File: config.mk
export PLATFORM = sky130hd
export DESIGN_NAME = msort_ram
export DESIGN_NICKNAME = d
export VERILOG_FILES = /design/src/sv/msort_ram.sv
export SDC_FILE = /design/constraint.sdc
export NUM_CORES = 2
export LEC_CHECK = 0
export BUFFER_PORTS_ARGS = -buffer_cell sky130_fd_sc_hd__buf_2
export CELL_PAD_IN_SITES_DETAIL_PLACEMENT = 0
export CELL_PAD_IN_SITES_GLOBAL_PLACEMENT = 1
export CORE_MARGIN = 5
export CORE_UTILIZATION = 56
export CTS_CLUSTER_DIAMETER = 80
export DETAILED_ROUTE_END_ITERATION = 8
export GPL_TIMING_DRIVEN = 0
export MAX_ROUTING_LAYER = met4
export PLACE_DENSITY = 0.83
export SETUP_SLACK_MARGIN = 0.15
export SLEW_MARGIN = 20
export SYNTH_ARGS = -nofsm -noshare
export SYNTH_HDL_FRONTEND = slang
export SYNTH_SLANG_ARGS = --single-unit
File: constraint.sdc
create_clock -name clk -period 4.9 [get_ports clk]
set_clock_uncertainty 0.15 [all_clocks]
set_input_delay 0.245 -clock clk [delete_from_list [all_inputs] [get_ports clk]]
set_output_delay 0.245 -clock clk [all_outputs]
set_load 0.02 [all_outputs]
File: src/sv/msort_ram.sv
module msort_ram #(
  parameter int WIDTH = 32,
  parameter int DEPTH = 64
) (
  input  logic                     clk,
  input  logic                     wr_en,
  input  logic [$clog2(DEPTH)-1:0] wr_addr,
  input  logic [WIDTH-1:0]         wr_data,
  input  logic [$clog2(DEPTH)-1:0] rd_addr,
  output logic [WIDTH-1:0]         rd_data
);

  logic [WIDTH-1:0] mem [DEPTH];

  // One write port, one registered read port
  always_ff @(posedge clk) begin
    if (wr_en) begin
      mem[wr_addr] <= wr_data;
    end
    rd_data <= mem[rd_addr];
  end

endmodule

# Word level (Yosys, flattened, before mapping)
# Memories as Yosys holds them, arrays and structs flattened. A register that Yosys moved wholly into a read port is not among the register bits.
# Index checks and enable logic that the tools add are counted.
# totals
regBits,0
mem_bits_rw,2048
inputBits,46
out_inout_bits,32
word_cells,3
memories,1
# mem_list
name,depth,width,rd,rd_ports_with_merged_regs,write_ports,line,text
mem,64,32,1,1,1,13,logic [WIDTH-1:0] mem [DEPTH];
# op_classes
muxes,2
# ops
cell,n
$mux 1,2

# Depth between registers and ports, before layout
# logic_depth
word_depth,2
mapped_depth,10
ltp_nobuf,5

# Worst setup path after synthesis
# Ideal clock, no wire load.
# synth_path
kind,input to register
from,in wr_addr[3]
to,mem mem[48][0] (enable)
setup_ns,0.461
arrival_time_ns,2.944
t_required_ns,4.289
slack_ns,1.345
stages,4
path_buffers,1
path_cell_list,clkbuf_1 > nor2b_1 > nand4b_1 > nor3_1
# synth_lines
item,line,text
start: declaration,7,"input logic [$clog2(DEPTH)-1:0] wr_addr,"
end: declaration,13,
# No word-level cell before the write port.

==> impl_metrics.toml <==
[logic_synthesis]
post-synth-top-area-cell = "edfxtp_1"
async_reset_ff_share_pct = 0
dominantRegCellSynth = "edfxtp_1"
yosysWarnings = 0
synth_nets = 3370
sequential_cell_area_fraction_in_the_yosys_report_pct = 79.1
syn_avg_cell_area_um2 = 23.6
number_of_flops_mapped_to_enable_cells_by_yosys = 2048
post_synth_num_cell_types = 34
synthCells = 3324
yosysTopAreaCellShare_pct = 78.3
synth-seq-cells = 2080
synth.cell_area_mm2 = 0.0785
post_synth_main_area_contributors = "edfxtp_1, mux4_2, mux2i_1"

[finish]
final_layout_size_suffix_gt1_share_pct = 30.3
design.final.nets = 3804
flow.area_growth_from_synthesis_pct = 16.6
n_fill_cell = 8374

[route]
totalWireLength_um = 243000
detail-route-antenna-nets = 0
wire_per_inst_um = 41.8
drc = 0
drt-vias-per-instance = 7.13
num_vias = 41400
total_iterations_of_the_first_detailed_routing_run = 6
dr.first_iter.drc_count = 8049

[grt]
antenna_found_initial = 14
via_count_of_the_first_global_routing_pass = 41000
grt_first_pass_wirelength_um = 331000
grt_max_degree = 65
track_usage_pct = 34.3
grt-ovfl-total = 0

[power]
vdd.ir_drop.worst_mv = 0.360
static-leakage-power_nw = 28.7
power_density_mw_per_mm2 = 406
total_power_mw = 37.1

[sta]
achievable-frequency_ghz = 0.240
drv_slew = 0
hold_viol_final = 0
setup_slack_ns = 0.726
grt_setup_unrepaired = "no"
clock_period_minus_final_worst_setup_slack_ns = 4.17
slew_headroom_pct = 17.7
post-route-period-util_pct = 85.2
worst_hold_slack_ns = 0.110
finalSetupViolCount = 0
max_slew.worst_pin.slew_ns = 1.23

[critical_path]
setup.worst_path.start_class = "input port"
crit_path_end_kind = "register"
critical_path_class = "in2reg"
crit_start = "rd_addr[1]"
reg2regPathDepth = 4
worstPathRequired_ns = 5.40
reg2reg_slack_ns = 1.77
r2r-start = "mem[28][25]"
crit_arrival_ns = 4.68
cp_max_fo = 11

[placement]
portBuffers = 69
place.detailed.hpwl_um = 149000
routability_congestion_estimate = 0.895
worst_setup_slack_post_dpl_ns = 0.262

[cts]
postCtsSetupBuffers = 0
root_buffer = "clkbuf_16"
max-clock-path-buffers = 3
clkSinkCount = 2080
clkTransAtPathRegs_ns = 0.06
htree_num_levels = 4
number_of_buffers_created_by_cts = 196
cts_tree = "done"
clk-insertion-delay-late_ns = 0.84

[floorplan]
floorplan.die.width_um = 384
chipHeight_um = 384
core_mm2 = 0.139
placementRows = 137
starting_density_of_the_core_pct = 56.3
ios = 78
dieArea_mm2 = 0.148

[run_status]
run_status = "complete, no violations"

[worst_hold_path]
min_from = "wr_data[28]"
hold_path_depth = 1
hold_path.class = "in2reg"

[job]
drv.max_cap_violation_count = 0
layer usage:
layer | GRT usage, % | part of all wire (%)
met1 | 43.0 | 32
met2 | 50.0 | 46
met3 | 10.7 | 15
met4 | 19.7 | 7.6
met5 | - | 0
state kept, by name (all words and copies together) (netlist names):
name	flops
mem	2048
rd_data	32
per-stage QoR:
step	TNS, ns	util [%]	cells	cell area, µm²
after floorplan	0	-	3324	78500
after global placement	-765.93	58.3	5269	81200
after detailed placement	0	60.8	5403	84800
after CTS	0	65.5	5784	91300
after global routing	0	65.7	5807	91500
final	0	65.7	5812	91500
kinds of logic (layout without fill, tap and decap cells):
logic type      after synthesis  in the layout  synth area share, %
compound gates              202            202                 1.67
buf+inv                     182            781                 1.13
flops                      2080           2080                 79.1
other cells                   0             13                    0
mux                         637            637                 16.8
simple gates                223            223                 1.27
cells in the mapped netlist (all sizes together), types with 2 or more instances:
| cell | number |
|---|---|
| and3 | 4 |
| buf | 108 |
| o221ai | 27 |
| nor3 | 7 |
| or3b | 5 |
| nand3b | 5 |
| or3 | 3 |
| a311oi | 8 |
| edfxtp | 2048 |
| nor2b | 15 |
| o22ai | 84 |
| nand3 | 5 |
| nand2b | 8 |
| mux2i | 93 |
| and2 | 2 |
| mux4 | 544 |
| nand4 | 2 |
| dfxtp | 32 |
| a21oi | 62 |
| o32ai | 4 |
| a22oi | 12 |
| nor2 | 137 |
| a41o | 4 |
| clkbuf | 74 |
| nand2 | 26 |
| or2 | 3 |
where the power goes:
group          total, mW  switching [mW]  leakage (nW)  internal [mW]
registers           19.7          0.0424          18.7           19.7
logic               2.18            1.48          6.92          0.708
clock network       15.2            6.60          3.11           8.60
total               37.1            8.12          28.7           29.0
worst max-delay path, stage by stage:
cell and delay [ns]:
buf_2 0.37, buf_2 0.51, buf_2 0.41, buf_1 0.82
nand3b_1 0.67, o221ai_1 0.46, a21oi_1 0.25, a21oi_1 0.70
nor2_1 0.18
path summary, 6_finish.rpt:
| check | endpoint |
|---|---|
| max reg2reg | rd_data[25] |
| max | rd_data[15] |
| min reg2reg | rd_data[8] |
| min | mem[39][28] |
timing repair:
item | 4_1_cts | 5_1_grt
gates resized for setup | 0 | 0
endpoints found under the hold margin | 1116 | 832
hold buffers | 18 | 13
layout by cell type, fill, tap and decap left out, types with 8 or more instances in the layout:
master         netlist  layout
clkinv_1             0      52
clkinv_2             0      34
nor2b_1             15      15
a21oi_1             62      62
o22ai_1             84      84
buf_12               0      55
buf_6                5       8
bufinv_16            0      20
buf_1               21      20
o221ai_1            27      27
nand2_1             26      26
edfxtp_1          2048    2048
buf_4               25      64
a22oi_1             12      12
diode_2              0      13
clkbuf_2             0      11
clkbuf_16            0     201
a311oi_1             8       8
buf_16               0      68
dfxtp_1             32      32
buf_2               57      98
nand2b_1             8       8
nor2_4               0      62
dlygate4sd3_1        0      31
mux4_2             544     544
nor2_1             137      75
mux2i_1             93      93
clkbuf_1            74     101
cell type report:
type,count,area (µm²),share of cell area [%]
antenna,13,32.5,0.0355
timing repair buffer,236,3810,4.16
tap,1876,2350,2.56
clock buffer,242,5210,5.70
sequential,2080,62100,67.9
clock inverter,121,1130,1.24
multi-input combinational,1062,16000,17.4
buffer,182,901,0.984
Note: power is estimated with default switching activity, not from simulation.
